## src/utt_pkg.sv

```systemverilog
// Shared types and constants for the UTF-8 to UTF-16 transcoder.
package utt_pkg;

   localparam int LENGTH_BITS_DEFAULT = 24;
   localparam int NUM_SLOTS = 4;
   localparam int SLOT_BITS = 2;
   localparam int QUEUE_DEPTH = 2;

   localparam logic [15:0] REPLACEMENT = 16'hFFFD;
   localparam logic [20:0] MAX_SCALAR = 21'h10FFFF;
   localparam logic [20:0] SUPPLEMENTARY_BASE = 21'h010000;
   localparam logic [5:0] HIGH_SURROGATE_TAG = 6'b110110;
   localparam logic [5:0] LOW_SURROGATE_TAG = 6'b110111;

   localparam logic [1:0] CONT_TAG = 2'b10;

   typedef struct packed {
      logic [SLOT_BITS-1:0] last_idx;
      logic last;
      logic [NUM_SLOTS-1:0][15:0] units;
   } utt_job_type;

endpackage

```

## src/utt_front.sv

```systemverilog
// Front end: takes bytes, tracks the UTF-8 sequence state and builds jobs of code units; not every byte yields a job.
module utt_front import utt_pkg::*; #(
   parameter int LENGTH_BITS = LENGTH_BITS_DEFAULT
) (
   input  logic clock,
   input  logic reset,
   input  logic csr_valid,
   output logic csr_ready,
   input  logic [LENGTH_BITS-1:0] csr_string_length,
   input  logic req_valid,
   output logic req_ready,
   input  logic [7:0] req_byte_value,
   input  logic queue_full,
   output logic job_push,
   output utt_job_type job
);

   logic [LENGTH_BITS-1:0] length_ff, length_in;
   logic [LENGTH_BITS-1:0] pos_ff, pos_in;
   logic [1:0] expected_ff, expected_in;
   logic [1:0] seen_ff, seen_in;
   logic [20:0] partial_ff, partial_in;
   logic swallow_ff, swallow_in;

   logic accept;
   logic active;
   logic [LENGTH_BITS-1:0] remaining;
   logic is_final;
   logic [7:0] b;
   logic is_cont;

   logic [1:0] lead_extra;
   logic [20:0] lead_init;
   logic lead_opens;
   logic lead_fit_fail;
   logic [15:0] lead_unit;

   logic [20:0] scalar;
   logic [19:0] offset;
   logic [1:0] seen_next;
   logic [SLOT_BITS-1:0] n_pre;

   assign csr_ready = 1'b1;
   assign req_ready = !queue_full;
   assign accept = req_valid && req_ready;
   assign b = req_byte_value;
   assign active = pos_ff < length_ff;
   assign remaining = length_ff - pos_ff;
   assign is_final = remaining == LENGTH_BITS'(1);
   assign is_cont = b[7:6] == CONT_TAG;

   always_comb begin
      lead_extra = 2'd0;
      lead_init = '0;
      lead_opens = 1'b0;
      lead_fit_fail = 1'b0;
      lead_unit = REPLACEMENT;
      if (b < 8'h80) begin
         lead_unit = {8'h00, b};
      end else begin
         if (b inside {[8'hC0:8'hDF]}) begin
            lead_extra = 2'd1;
            lead_init = {16'h0000, b[4:0]};
         end else if (b inside {[8'hE0:8'hEF]}) begin
            lead_extra = 2'd2;
            lead_init = {17'h00000, b[3:0]};
         end else if (b inside {[8'hF0:8'hF7]}) begin
            lead_extra = 2'd3;
            lead_init = {18'h00000, b[2:0]};
         end
         if (lead_extra != 2'd0) begin
            if ((remaining[LENGTH_BITS-1:2] == '0) && (remaining[1:0] <= lead_extra)) begin
               lead_fit_fail = 1'b1;
            end else begin
               lead_opens = 1'b1;
            end
         end
      end
   end

   assign scalar = {partial_ff[14:0], b[5:0]};
   assign offset = 20'(scalar - SUPPLEMENTARY_BASE);
   assign seen_next = seen_ff + 2'd1;

   always_comb begin
      length_in = length_ff;
      pos_in = pos_ff;
      expected_in = expected_ff;
      seen_in = seen_ff;
      partial_in = partial_ff;
      swallow_in = swallow_ff;
      job_push = 1'b0;
      job.last = is_final;
      job.last_idx = '0;
      job.units = {NUM_SLOTS{REPLACEMENT}};
      n_pre = '0;

      if (csr_valid && csr_ready) begin
         length_in = csr_string_length;
         pos_in = '0;
         expected_in = 2'd0;
         seen_in = 2'd0;
         partial_in = '0;
         swallow_in = 1'b0;
      end else if (accept && active) begin
         pos_in = pos_ff + LENGTH_BITS'(1);
         if (!swallow_ff) begin
            if (expected_ff != 2'd0 && is_cont) begin
               if (seen_next >= expected_ff) begin
                  job_push = 1'b1;
                  expected_in = 2'd0;
                  seen_in = 2'd0;
                  partial_in = '0;
                  if (scalar > MAX_SCALAR) begin
                     job.units[0] = REPLACEMENT;
                  end else if (scalar[20:16] != 5'd0) begin
                     job.units[0] = {HIGH_SURROGATE_TAG, offset[19:10]};
                     job.units[1] = {LOW_SURROGATE_TAG, offset[9:0]};
                     job.last_idx = SLOT_BITS'(1);
                  end else begin
                     job.units[0] = scalar[15:0];
                  end
               end else begin
                  seen_in = seen_next;
                  partial_in = scalar;
               end
            end else begin
               if (expected_ff != 2'd0) begin
                  n_pre = SLOT_BITS'(seen_ff) + SLOT_BITS'(1);
               end
               expected_in = 2'd0;
               seen_in = 2'd0;
               partial_in = '0;
               for (int k = 0; k < NUM_SLOTS; k++) begin
                  if (SLOT_BITS'(k) == n_pre) begin
                     job.units[k] = lead_unit;
                  end
               end
               if (lead_opens) begin
                  expected_in = lead_extra;
                  partial_in = lead_init;
                  job_push = n_pre != '0;
                  job.last_idx = n_pre - SLOT_BITS'(1);
               end else begin
                  job_push = 1'b1;
                  job.last_idx = n_pre;
                  if (lead_fit_fail) begin
                     job.last = 1'b1;
                     swallow_in = 1'b1;
                  end
               end
            end
         end
      end
   end

   always_ff @(posedge clock) begin
      if (reset) begin
         length_ff <= '0;
         pos_ff <= '0;
         expected_ff <= 2'd0;
         seen_ff <= 2'd0;
         partial_ff <= '0;
         swallow_ff <= 1'b0;
      end else begin
         length_ff <= length_in;
         pos_ff <= pos_in;
         expected_ff <= expected_in;
         seen_ff <= seen_in;
         partial_ff <= partial_in;
         swallow_ff <= swallow_in;
      end
   end

endmodule

```

## src/utt_job_queue.sv

```systemverilog
// Short job queue between the front end and the back end.
module utt_job_queue import utt_pkg::*; (
   input  logic clock,
   input  logic reset,
   input  logic push,
   input  utt_job_type push_job,
   input  logic pop,
   output logic full,
   output logic empty,
   output utt_job_type head
);

   localparam int PTR_BITS = (QUEUE_DEPTH > 1) ? $clog2(QUEUE_DEPTH) : 1;
   localparam int COUNT_BITS = $clog2(QUEUE_DEPTH + 1);

   utt_job_type mem_ff [QUEUE_DEPTH];
   logic [PTR_BITS-1:0] wr_ptr_ff, wr_ptr_in;
   logic [PTR_BITS-1:0] rd_ptr_ff, rd_ptr_in;
   logic [COUNT_BITS-1:0] count_ff, count_in;
   logic do_push;
   logic do_pop;

   assign full = count_ff == COUNT_BITS'(QUEUE_DEPTH);
   assign empty = count_ff == '0;
   assign head = mem_ff[rd_ptr_ff];
   assign do_push = push && !full;
   assign do_pop = pop && !empty;

   always_comb begin
      wr_ptr_in = wr_ptr_ff;
      rd_ptr_in = rd_ptr_ff;
      count_in = count_ff;
      if (do_push) begin
         wr_ptr_in = (wr_ptr_ff == PTR_BITS'(QUEUE_DEPTH - 1)) ? '0 : wr_ptr_ff + PTR_BITS'(1);
      end
      if (do_pop) begin
         rd_ptr_in = (rd_ptr_ff == PTR_BITS'(QUEUE_DEPTH - 1)) ? '0 : rd_ptr_ff + PTR_BITS'(1);
      end
      if (do_push && !do_pop) begin
         count_in = count_ff + COUNT_BITS'(1);
      end else if (do_pop && !do_push) begin
         count_in = count_ff - COUNT_BITS'(1);
      end
   end

   always_ff @(posedge clock) begin
      if (do_push) begin
         mem_ff[wr_ptr_ff] <= push_job;
      end
   end

   always_ff @(posedge clock) begin
      if (reset) begin
         wr_ptr_ff <= '0;
         rd_ptr_ff <= '0;
         count_ff <= '0;
      end else begin
         wr_ptr_ff <= wr_ptr_in;
         rd_ptr_ff <= rd_ptr_in;
         count_ff <= count_in;
      end
   end

endmodule

```

## src/utt_back.sv

```systemverilog
// Back end: sends the code units of each queued job one per transfer through an output register.
module utt_back import utt_pkg::*; (
   input  logic clock,
   input  logic reset,
   input  logic queue_empty,
   input  utt_job_type head,
   output logic pop,
   output logic rsp_valid,
   input  logic rsp_ready,
   output logic [15:0] rsp_code_unit,
   output logic rsp_last
);

   logic rsp_valid_ff, rsp_valid_in;
   logic [15:0] code_unit_ff;
   logic last_ff;
   logic [SLOT_BITS-1:0] idx_ff, idx_in;
   logic load;
   logic final_unit;

   assign load = !queue_empty && (!rsp_valid_ff || rsp_ready);
   assign final_unit = idx_ff == head.last_idx;
   assign pop = load && final_unit;

   always_comb begin
      idx_in = idx_ff;
      rsp_valid_in = rsp_valid_ff && !rsp_ready;
      if (load) begin
         rsp_valid_in = 1'b1;
         idx_in = final_unit ? '0 : idx_ff + SLOT_BITS'(1);
      end
   end

   always_ff @(posedge clock) begin
      if (load) begin
         code_unit_ff <= head.units[idx_ff];
         last_ff <= head.last && final_unit;
      end
   end

   always_ff @(posedge clock) begin
      if (reset) begin
         rsp_valid_ff <= 1'b0;
         idx_ff <= '0;
      end else begin
         rsp_valid_ff <= rsp_valid_in;
         idx_ff <= idx_in;
      end
   end

   assign rsp_valid = rsp_valid_ff;
   assign rsp_code_unit = code_unit_ff;
   assign rsp_last = last_ff;

endmodule

```

## src/utf8_to_utf16_transcoder_top.sv

```systemverilog
// Top level of the UTF-8 to UTF-16 transcoder: front end, job queue and back end.
// A byte is taken every cycle while the two-entry job queue has room; the code units it
// yields pass through the queue and the back end's output register, and the back end
// sends one code unit per cycle while rsp_ready is high.
// Synchronous reset clears the string length, the decoder state, the queue and the output valid flag.
module utf8_to_utf16_transcoder_top import utt_pkg::*; #(
   parameter int LENGTH_BITS = LENGTH_BITS_DEFAULT
) (
   input  logic clock,
   input  logic reset,
   input  logic csr_valid,
   output logic csr_ready,
   input  logic [LENGTH_BITS-1:0] csr_string_length,
   input  logic req_valid,
   output logic req_ready,
   input  logic [7:0] req_byte_value,
   output logic rsp_valid,
   input  logic rsp_ready,
   output logic [15:0] rsp_code_unit,
   output logic rsp_last
);

   utt_job_type push_job;
   utt_job_type head;
   logic job_push;
   logic queue_full;
   logic queue_empty;
   logic pop;

   utt_front #(
      .LENGTH_BITS(LENGTH_BITS)
   ) u_front (
      .clock(clock),
      .reset(reset),
      .csr_valid(csr_valid),
      .csr_ready(csr_ready),
      .csr_string_length(csr_string_length),
      .req_valid(req_valid),
      .req_ready(req_ready),
      .req_byte_value(req_byte_value),
      .queue_full(queue_full),
      .job_push(job_push),
      .job(push_job)
   );

   utt_job_queue u_queue (
      .clock(clock),
      .reset(reset),
      .push(job_push),
      .push_job(push_job),
      .pop(pop),
      .full(queue_full),
      .empty(queue_empty),
      .head(head)
   );

   utt_back u_back (
      .clock(clock),
      .reset(reset),
      .queue_empty(queue_empty),
      .head(head),
      .pop(pop),
      .rsp_valid(rsp_valid),
      .rsp_ready(rsp_ready),
      .rsp_code_unit(rsp_code_unit),
      .rsp_last(rsp_last)
   );

endmodule
```

## config.mk

```make
export PLATFORM = sky130hd
export DESIGN_NAME = utf8_to_utf16_transcoder_top
export DESIGN_NICKNAME = d
export VERILOG_FILES = /design/src/utt_pkg.sv /design/src/utt_front.sv /design/src/utt_job_queue.sv /design/src/utt_back.sv /design/src/utf8_to_utf16_transcoder_top.sv
export SDC_FILE = /design/constraint.sdc
export NUM_CORES = 1
export LEC_CHECK = 0
export BUFFER_PORTS_ARGS = -buffer_cell sky130_fd_sc_hd__buf_2
export CAP_MARGIN = 20
export CORE_MARGIN = 5
export CORE_UTILIZATION = 42
export DETAILED_ROUTE_END_ITERATION = 8
export GPL_TIMING_DRIVEN = 0
export HOLD_SLACK_MARGIN = 0.02
export PLACE_DENSITY = 0.72
export SLEW_MARGIN = 20
export SYNTH_ARGS = -nofsm -noshare
export SYNTH_HDL_FRONTEND = slang
export SYNTH_SLANG_ARGS = --single-unit
```

## constraint.sdc

```tcl
create_clock -name clock -period 6.49 [get_ports clock]
set_input_delay 0.649 -clock clock [delete_from_list [all_inputs] [get_ports clock]]
set_output_delay 0.649 -clock clock [all_outputs]
set_load 0.02 [all_outputs]
```

* Word level (Yosys, flattened, before mapping)
Memories as Yosys holds them, arrays and structs flattened. A register that Yosys moved wholly into a read port is not among the register bits.
Index checks and enable logic that the tools add are counted.
** Storage, ports and cells
- Flip-flop bits (word level) :: 92
- Memory bits (writable) :: 134
- Input port bits :: 37
- Output and inout bits :: 20
- Logic and storage cells :: 150
- Memories :: 1
** Cells by class
- Add/subtract/negate cells :: 10
- Magnitude comparators :: 12
- Equality and inequality tests :: 8
- Mux-type cells :: 72
- Bitwise operators :: 1
- Reduce and logical (&&, ||, !) cells :: 33
** Memory list
- u_queue.mem_ff :: depth 2, bits a word 67, rd ports 1, clocked after Yosys merged registers in 1, wr ports 1, line utt_job_queue.sv:16 : utt_job_type mem_ff [QUEUE_DEPTH];
** Operator list (number)
- $mux W67 :: 3
- $mux W16 :: 8
- $mux W15 :: 5
- $mux W32 :: 2
- $mux W2 :: 22
- $mux W33 :: 1
- $bmux W16 S2 :: 1
- $mux W14 :: 2
- $mux W1 :: 26
- $add A24 B1 Y24 const B :: 1
- $eq A24 B1 Y1 const B :: 1
- $ge A8 B8 Y1 const B :: 3
- $le A8 B8 Y1 const B :: 3
- $lt A24 B24 Y1 :: 1
- $sub A24 B24 Y24 :: 1
- $logic_not A22 Y1 :: 1
- $gt A21 B21 Y1 const B :: 1
- $sub A20 B17 Y20 const B :: 1
- $logic_and A1 B1 Y1 :: 15
- $lt A8 B8 Y1 const B :: 1
- $reduce_bool A2 Y1 :: 4
- $add A2 B1 Y2 const B :: 3
- $logic_not A1 Y1 :: 6
- $reduce_bool A5 Y1 :: 1
- other kinds (18) :: 23

* Longest topological paths before layout
Gate-level depths: netlist (run 1).
- Word-level depth :: 21
- Gate-level depth with buffers :: 16
- Mapped depth without buffers :: 16

* Cells and area by module
From an unflattened synthesis (run 1), not the netlist that was laid out.
** Unflattened totals
- Cell total of the unflattened synthesis :: 1056
- Area total of the unflattened synthesis :: 11755.0 µm²
** Modules (own cells, without submodules)
- utt_front :: times used 1, cells an instance 763, area each 5605.4 µm², seq. area each 1361.3 µm²
- utt_job_queue :: times used 1, cells an instance 233, area each 5052.3 µm², seq. area each 4124.0 µm²
- utt_back :: times used 1, cells an instance 60, area each 1097.3 µm², seq. area each 570.5 µm²

* Least setup slack after synthesis (run 1)
Ideal clock, no wire load.
- Path kind :: register to register
- From :: register u_front.pos_ff[0]
- To :: memory u_queue.mem_ff[1][0] (netlist bit) (enable)
- Library setup time :: 522 ps
- Data arrival time :: 6417 ps
- Data required time :: 5968 ps
- Setup slack :: -449 ps
- Stages on the path, launching flop included :: 12
- Path buffers :: 0
- Clock period less this slack :: 6939 ps
- Path through :: dfxtp_1 > ha_1 > fa_1 > nor2b_1 > o31a_2 > o21ai_1 > a2111oi_4 > nor3_1 > or4_4 > nor4_4 > nor2_2 > a211oi_1
** Between the ends
- Word-level cells in the longest chain between the ends :: 14
- Elaborated cells on any way between the ends :: 17
- Those cells by class :: 1 x add/sub; 2 x order compare; 10 x mux; 4 x reduce/logical
** Ends and longest elaborated chain
- start, declared :: line utt_front.sv:19 : logic [LENGTH_BITS-1:0] pos_ff, pos_in;
- start signal, assigned :: line utt_front.sv:167 : pos_ff <= pos_in;
- $sub A24 B24 Y24 :: line utt_front.sv:48 : assign remaining = length_ff - pos_ff;
- $logic_not A22 Y1 or $le A2 B2 Y1 (tied branches) :: line utt_front.sv:72 : if ((remaining[LENGTH_BITS-1:2] == '0) && (remaining[1:0] <= lead_extra)) begin
- $logic_and A1 B1 Y1 :: line utt_front.sv:72
- $mux W1 :: line utt_front.sv:72
- $mux W1 :: line utt_front.sv:71 : if (lead_extra != 2'd0) begin
- $mux W1 :: line utt_front.sv:58 : if (b < 8'h80) begin
- $mux W1 :: line utt_front.sv:139 : if (lead_opens) begin
- $mux W1 :: line utt_front.sv:108 : if (expected_ff != 2'd0 && is_cont) begin
- $mux W1 :: line utt_front.sv:107 : if (!swallow_ff) begin
- $mux W1 * :: line utt_front.sv:105 : end else if (accept && active) begin
- $mux W1 * :: line utt_front.sv:98 : if (csr_valid && csr_ready) begin
- $logic_and A1 B1 Y1 * :: line utt_job_queue.sv:26 : assign do_push = push && !full;
- $mux W1 * :: line utt_job_queue.sv:47 : if (do_push) begin
- $mux W1 (implied by the code) * :: line utt_job_queue.sv:48 : mem_ff[wr_ptr_ff] <= push_job;
- end, declared :: line utt_job_queue.sv:16
Every way passes the cells marked *; elsewhere a longest branch is shown, timed or not.

* Worst setup path after layout (run 1)
- From :: register u_front.pos_ff[6]
- To :: memory u_queue.mem_ff[1][49] (netlist bit) (enable)
** Between the ends
- Word-level cells in the longest chain between the ends :: 14
- Elaborated cells on any way between the ends :: 16
- Those cells by class :: 1 x add/sub; 1 x order compare; 10 x mux; 4 x reduce/logical
** Ends and longest elaborated chain (line)
- $sub A24 B24 Y24 :: utt_front.sv:48
- $logic_not A22 Y1 :: utt_front.sv:72
- $logic_and A1 B1 Y1 :: utt_front.sv:72
- $mux W1 :: utt_front.sv:72
- $mux W1 :: utt_front.sv:71
- $mux W1 :: utt_front.sv:58
- $mux W1 :: utt_front.sv:139
- $mux W1 :: utt_front.sv:108
- $mux W1 :: utt_front.sv:107
- $mux W1 * :: utt_front.sv:105
- $mux W1 * :: utt_front.sv:98
- $logic_and A1 B1 Y1 * :: utt_job_queue.sv:26
- $mux W1 * :: utt_job_queue.sv:47
- $mux W1 (implied by the code) * :: utt_job_queue.sv:48
Marks and branches as above.

==> results.cfg, run 1 <==
[clock_network]
clockBufferDepth = 2
clk_pin_slew_worst_paths_ps = 80
cts_tree = done
cts.sinks = 187
numCtsBuffers = 17
clk_latency_ps = 450
holdBufCountCts = 0
cts_setup_buffers = 0
cts-root-buf = clkbuf_16
h-tree-depth = 4
cts-resized-gates = 0

[sta]
worst_pin_slew_ps = 870
finClkSkew_ps = 17.8
min_period_ps = 5030
slew_headroom_pct = 41.5
min_period_over_period_pct = 77.5
whs_ps = 436
hold_viol = 0
rsz0062_at_grt = false
setup_violations = 0
fmax_mhz = 199
drv_slew = 0

[worst_setup_path]
cpLargestDelayFamily = compound AO/OA/AOI/OAI gates
crit_path_end_kind = register
crit_path_start_kind = register
arrival_ps = 5170
critical_path.cell_chain = inv_1 -> ha_1 -> a21oi_1 -> o211ai_1 -> a41o_1 -> or4_1 -> o211ai_1 -> o2111ai_1 -> nor4_4 -> nor2_2 -> a211oi_4 -> buf_6 -> buf_6 -> buf_8
slowest_delay_ps = 570
critPathKind = reg -> reg
slowest_stage = a211oi_4
crit_buf_inv = 4
path_max_fanout = 15
required_ps = 6640

[place]
gp_congestion = 0.907
io_buffers = 53
placed_area_um2 = 10700
dp_hpwl_um = 17800

[synthesis]
synth.area.top_cells = edfxtp_1 (33%), dfxtp_1 (15%), ha_1 (4.5%), mux4_2 (4.3%), nor2_1 (3.3%)
async_reset_ff_share_pct = 0
synth_nets = 1038
synthXorXnorAreaFrac_pct = 3.08
synth_simple_gate_area_share_pct = 17.2
synthAdderAreaFrac_pct = 4.73
ys_warn_count = 0
synth-edff-count = 111
ys_ff_latch = 187
synth_cell_types = 76
avgSynthCellArea_um2 = 10.3
syn_inst = 964
yosysSeqAreaShare_pct = 48.8
syn_area_um2 = 9950
synth_top_family_by_area = simple AND/OR/NAND/NOR gates
synthMuxAreaShare_pct = 8.32
synth_top_area_share_pct = 33.5
synth_compound_area_share_pct = 13.8
yosys_most_used_dff = edfxtp_1
yosysTopAreaCell = edfxtp_1

[routing]
wl_um = 24000
post-route-drc-count = 0
vias_per_cell = 5.54
drtAntennaViolNets = 0
first_iter_violations = 554
wl_per_cell_um = 17.4
firstDrtPassIters = 5
vias = 7624

[global_routing]
grt_use_total_pct = 18.4
grt_overflow = 0
grt_pass1_wl_um = 38700
antenna_found_initial = 1
grt_max_degree = 24
grt_pass1_vias = 7285

[power_and_ir_drop]
p_leak_uw = 0.00399
total_power_uw = 3370
p_per_area_nw_per_um2 = 296
ir_drop_v = 0.000189

[floorplan]
rows = 56
die-height_um = 164
initial_core_util_pct = 42.5
die_w_um = 164
die_area_um2 = 26900
core_um2 = 23400
ioPinCount = 57

[flow_run]
drv_cap = 0

[final_layout]
num-fill-cells = 2164
fin_nets = 1117
syn_to_final_growth_pct = 14.3
layout_commonest_cell = edfxtp_1
drive_gt1_share_pct = 15.5
final_cell_mix = edfxtp_1 (111), nor2_1 (88), dfxtp_1 (76), nand2_1 (72), a21oi_1 (65)
final_core_util_pct = 48.6
stdcell_area_um2 = 11400

[run_status]
status = completed

[hold_path]
min_path_type = in -> reg
## logic make-up (layout without fill, tap and decap cells)
family / Yosys count / in the layout
buf+inv: 99 / 191
flops: 187 / 187
fa+ha+maj: 37 / 37
compound gates: 204 / 204
mux: 58 / 58
xor+xnor: 35 / 35
simple gates: 343 / 343
other cells: 1 / 2
## where the power goes
group	switching [uW]	internal, uW
sequential	35.4	1390
clock	561	543
combinational	519	324
## layer usage
| metal | GRT usage, % | wire (um) | vias up |
|---|---|---|---|
| met3 | 3.94 | 1400 | 49 |
| met5 | 0 | 0 | - |
| met4 | 7.09 | 697 | 0 |
| met1 | 24.9 | 10800 | 3640 |
| met2 | 29.0 | 11100 | 229 |
| li1 | - | - | 3706 |
## synth_stat cells, types with 4 or more instances
cell	n
xor2_1	5
xnor2_1	30
clkbuf_1	33
a211o_1	8
dfxtp_1	76
mux4_2	19
nand2b_1	17
o21ai_0	40
a21oi_1	65
buf_4	4
nor4_1	13
mux2_2	8
buf_2	8
mux2i_1	31
edfxtp_1	111
a211oi_1	9
or4_1	6
nand2_1	72
ha_1	36
nand4_1	16
nor3_1	30
nor2b_1	11
a21o_1	11
nor2_1	88
buf_1	4
o22ai_1	8
o21a_1	7
or3_1	17
or2_2	16
and3_1	4
nand3_1	32
inv_1	49
o211ai_1	10
and2_1	7
## state kept, by name (all words and copies together), names as in the netlist, 2 cells and up, named ones only
name,flops
u_back.rsp_code_unit,16
u_back.idx_ff,2
u_front.expected_ff,2
u_queue.count_ff,2
u_front.length_ff,24
u_queue.mem_ff,94
u_front.partial_ff,15
u_front.seen_ff,2
u_front.pos_ff,24
## tightest hold or removal path: cells and delay by family
family	cells	cell delay, ps
buffers and inverters	1	80
and+or+nand+nor	1	70
muxes	1	50
## cell type report
type                            count  area, um^2  area share (%)
Inverter                           50         188            1.65
Clock buffer                       17         425            3.74
Sequential cell                   187        4850            42.7
Buffer                             49         209            1.84
Antenna cell                        1        2.50          0.0220
Tap cell                          319         399            3.51
Multi-Input combinational cell    678        4730            41.5
Clock inverter                     15         219            1.92
Timing Repair Buffer               60         352            3.09
## final timing paths
| path | startpoint | to | slack, ps | cells after the start |
|---|---|---|---|---|
| setup / recovery | u_front.pos_ff[6]$_SDFFE_PP0P_ | u_queue.mem_ff[1][49]$_DFFE_PP_ | 1460 | 14 |
| hold / removal | csr_string_length[2] | u_front.length_ff[2]$_SDFFE_PP0P_ | 440 | 3 |
| setup reg to reg | u_front.pos_ff[6]$_SDFFE_PP0P_ | u_queue.mem_ff[1][49]$_DFFE_PP_ | 1460 | 14 |
| hold reg to reg | u_front.seen_ff[1]$_SDFFE_PP0P_ | u_front.seen_ff[1]$_SDFFE_PP0P_ | 490 | 2 |
## through the flow
| stage | std cells | TNS, ps | worst slack (ps) |
|---|---|---|---|
| 6_report | 1376 | 0 | 1460 |
| 5_1_grt | 1376 | 0 | 1060 |
| 4_1_cts | 1375 | 0 | 1410 |
| 3_5_place_dp | 1343 | 0 | 1470 |
| 3_3_place_gp | 1336 | -276720 | -3060 |
| 2_1_floorplan | 964 | -42210 | -449 |
(Power assumes the default switching activity.)
==> run 2: changes to the inputs <==
- PLACE_DENSITY: 0.72 -> 0.69
- clock period: 6.49 -> 4.9 ns (I/O delays scaled with it)
==> results.cfg, run 2 (synthesized netlist as in run 1, its figures left out) <==
[sta]
whs_ps = 280
worst_pin_slew_ps = 856
finClkSkew_ps = 15.9
min_period_ps = 4510
hold_viol = 0
finalSetupTns_ps = 0
fmax_mhz = 222
drv_slew = 0
rsz0062_at_grt = false
fin_ws_ps = 392
min_period_over_period_pct = 92.0
slew_headroom_pct = 42.9
setup_violations = 0

[floorplan]
die_w_um = 164
die-height_um = 164
rows = 56
initial_core_util_pct = 42.5
ioPinCount = 57
core_um2 = 23400
die_area_um2 = 26900

[worst_setup_path]
r2r_cells = 16
crit_path_end_kind = register
cp-endpoint = u_queue.mem_ff[1][48]$_DFFE_PP_
r2r_setup_slack_ps = 390
crit_cells = 16
r2r-end = u_queue.mem_ff[1][48]$_DFFE_PP_
r2r-start = u_front.pos_ff[11]$_SDFFE_PP0P_
required_ps = 5040
crit_path_start = u_front.pos_ff[11]$_SDFFE_PP0P_
critical_path.cell_chain = inv_1 -> ha_1 -> buf_2 -> nand2_1 -> or3_1 -> a21oi_1 -> nor2_1 -> a2111oi_0 -> nand4_1 -> nor4_4 -> buf_4 -> nor2_2 -> a211oi_4 -> buf_6 -> buf_6 -> buf_6
cpMostUsedCell = buf_6
slowest_delay_ps = 460
crit_path_start_kind = register
path_max_fanout = 15
arrival_ps = 4650
slowest_stage = or3_1
crit_buf_inv = 6
cpLargestDelayFamily = simple AND/OR/NAND/NOR gates
critPathKind = reg -> reg

[global_routing]
grt_overflow = 0
antenna_found_initial = 1
grt_max_degree = 24
grt_use_total_pct = 18.3
grt_pass1_vias = 7359
grt_pass1_wl_um = 38700

[clock_network]
numCtsBuffers = 17
clockBufferDepth = 2
h-tree-depth = 4
clk_latency_ps = 450
cts.sinks = 187
cts_tree = done
holdBufCountCts = 0
cts-root-buf = clkbuf_16
clk_pin_slew_worst_paths_ps = 80

[power_and_ir_drop]
ir_drop_v = 0.000216
total_power_uw = 4480
p_leak_uw = 0.00401
p_per_area_nw_per_um2 = 393

[routing]
first_iter_violations = 563
post-route-drc-count = 0
wl_per_cell_um = 17.5
wl_um = 24100
vias = 7629
firstDrtPassIters = 5
vias_per_cell = 5.53
drtAntennaViolNets = 0

[place]
dp_hpwl_um = 17900
gp_congestion = 0.895
place_ws_ps = -106
io_buffers = 53

[final_layout]
reg_top3 = u_queue.mem_ff: 94 flops, u_front.length_ff: 24 flops, u_front.pos_ff: 24 flops
top_register = u_queue.mem_ff
fin_nets = 1121
largest_reg_flops = 94
final_cell_mix = edfxtp_1 (111), nor2_1 (88), dfxtp_1 (76), nand2_1 (72), a21oi_1 (64)
syn_to_final_growth_pct = 14.6
layout_commonest_cell = edfxtp_1
final_core_util_pct = 48.7
drive_gt1_share_pct = 15.9

[run_status]
status = completed

[hold_path]
hold_depth = 3
min_path_type = in -> reg

[flow_run]
drv_cap = 0
-- run 2: cell types whose count changed in the layout (fill, tap and decap cells not counted) --
cell / previous run / this run
buf_4: 4 / 8
inv_6: 2 / 3
inv_16: 0 / 1
a21oi_2: 1 / 2
clkinv_8: 6 / 4
a21oi_1: 65 / 64
-- run 2: tightest hold or removal path: stages --
cell and delay [ps]:
buf_2 80, mux2i_1 50, nor2_1 70
-- run 2: per-stage QoR --
| stage | std cells | instance area [um^2] |
|---|---|---|
| finish | 1380 | 11400 |
| global route | 1380 | 11400 |
| floorplan | 964 | 9960 |
| global placement | 1336 | 10600 |
| detailed placement | 1343 | 10700 |
| CTS | 1376 | 11400 |
-- run 2: report_power, final --
group          total (uW)  leakage [uW]  internal [uW]  switching, uW
clock                1470      0.000309            722            748
sequential           1890       0.00157           1840           47.4
combinational        1120       0.00213            430            694
-- run 2: metal layers --
| layer | vias to the layer above | global-route usage (%) | wire [um] |
|---|---|---|---|
| met4 | 0 | 6.10 | 544 |
| met2 | 223 | 30.3 | 11500 |
| met1 | 3638 | 24.5 | 11000 |
| met5 | - | 0 | 0 |
| met3 | 39 | 3.06 | 1140 |
| li1 | 3729 | - | - |
-- run 2: worst min-delay path by stage --
stage                                                from                                end  slack, ps
after floorplan           u_front.seen_ff[1]$_SDFFE_PP0P_    u_front.seen_ff[1]$_SDFFE_PP0P_        440
after CTS                            csr_string_length[4]  u_front.length_ff[4]$_SDFFE_PP0P_        270
after detailed placement  u_front.seen_ff[1]$_SDFFE_PP0P_    u_front.seen_ff[1]$_SDFFE_PP0P_        470
after global placement    u_front.seen_ff[1]$_SDFFE_PP0P_    u_front.seen_ff[1]$_SDFFE_PP0P_        470
after global routing                 csr_string_length[2]  u_front.length_ff[2]$_SDFFE_PP0P_        280
final                                csr_string_length[4]  u_front.length_ff[4]$_SDFFE_PP0P_        280
-- run 2: repair_timing --
action	CTS	global route
gates resized for setup	1	0
setup endpoints to repair	15	15
pin swaps	1	1
cloned	0	0
setup buffers	1	3
-- run 2: final cells by class --
class | instances | area, um^2
Fill cell | 2216 | 12000
Sequential cell | 187 | 4850
Multi-Input combinational cell | 678 | 4730
Clock buffer | 17 | 425
Tap cell | 319 | 399
Timing Repair Buffer | 64 | 382
Clock inverter | 15 | 215
Buffer | 49 | 209
Inverter | 50 | 188
Antenna cell | 1 | 2.50
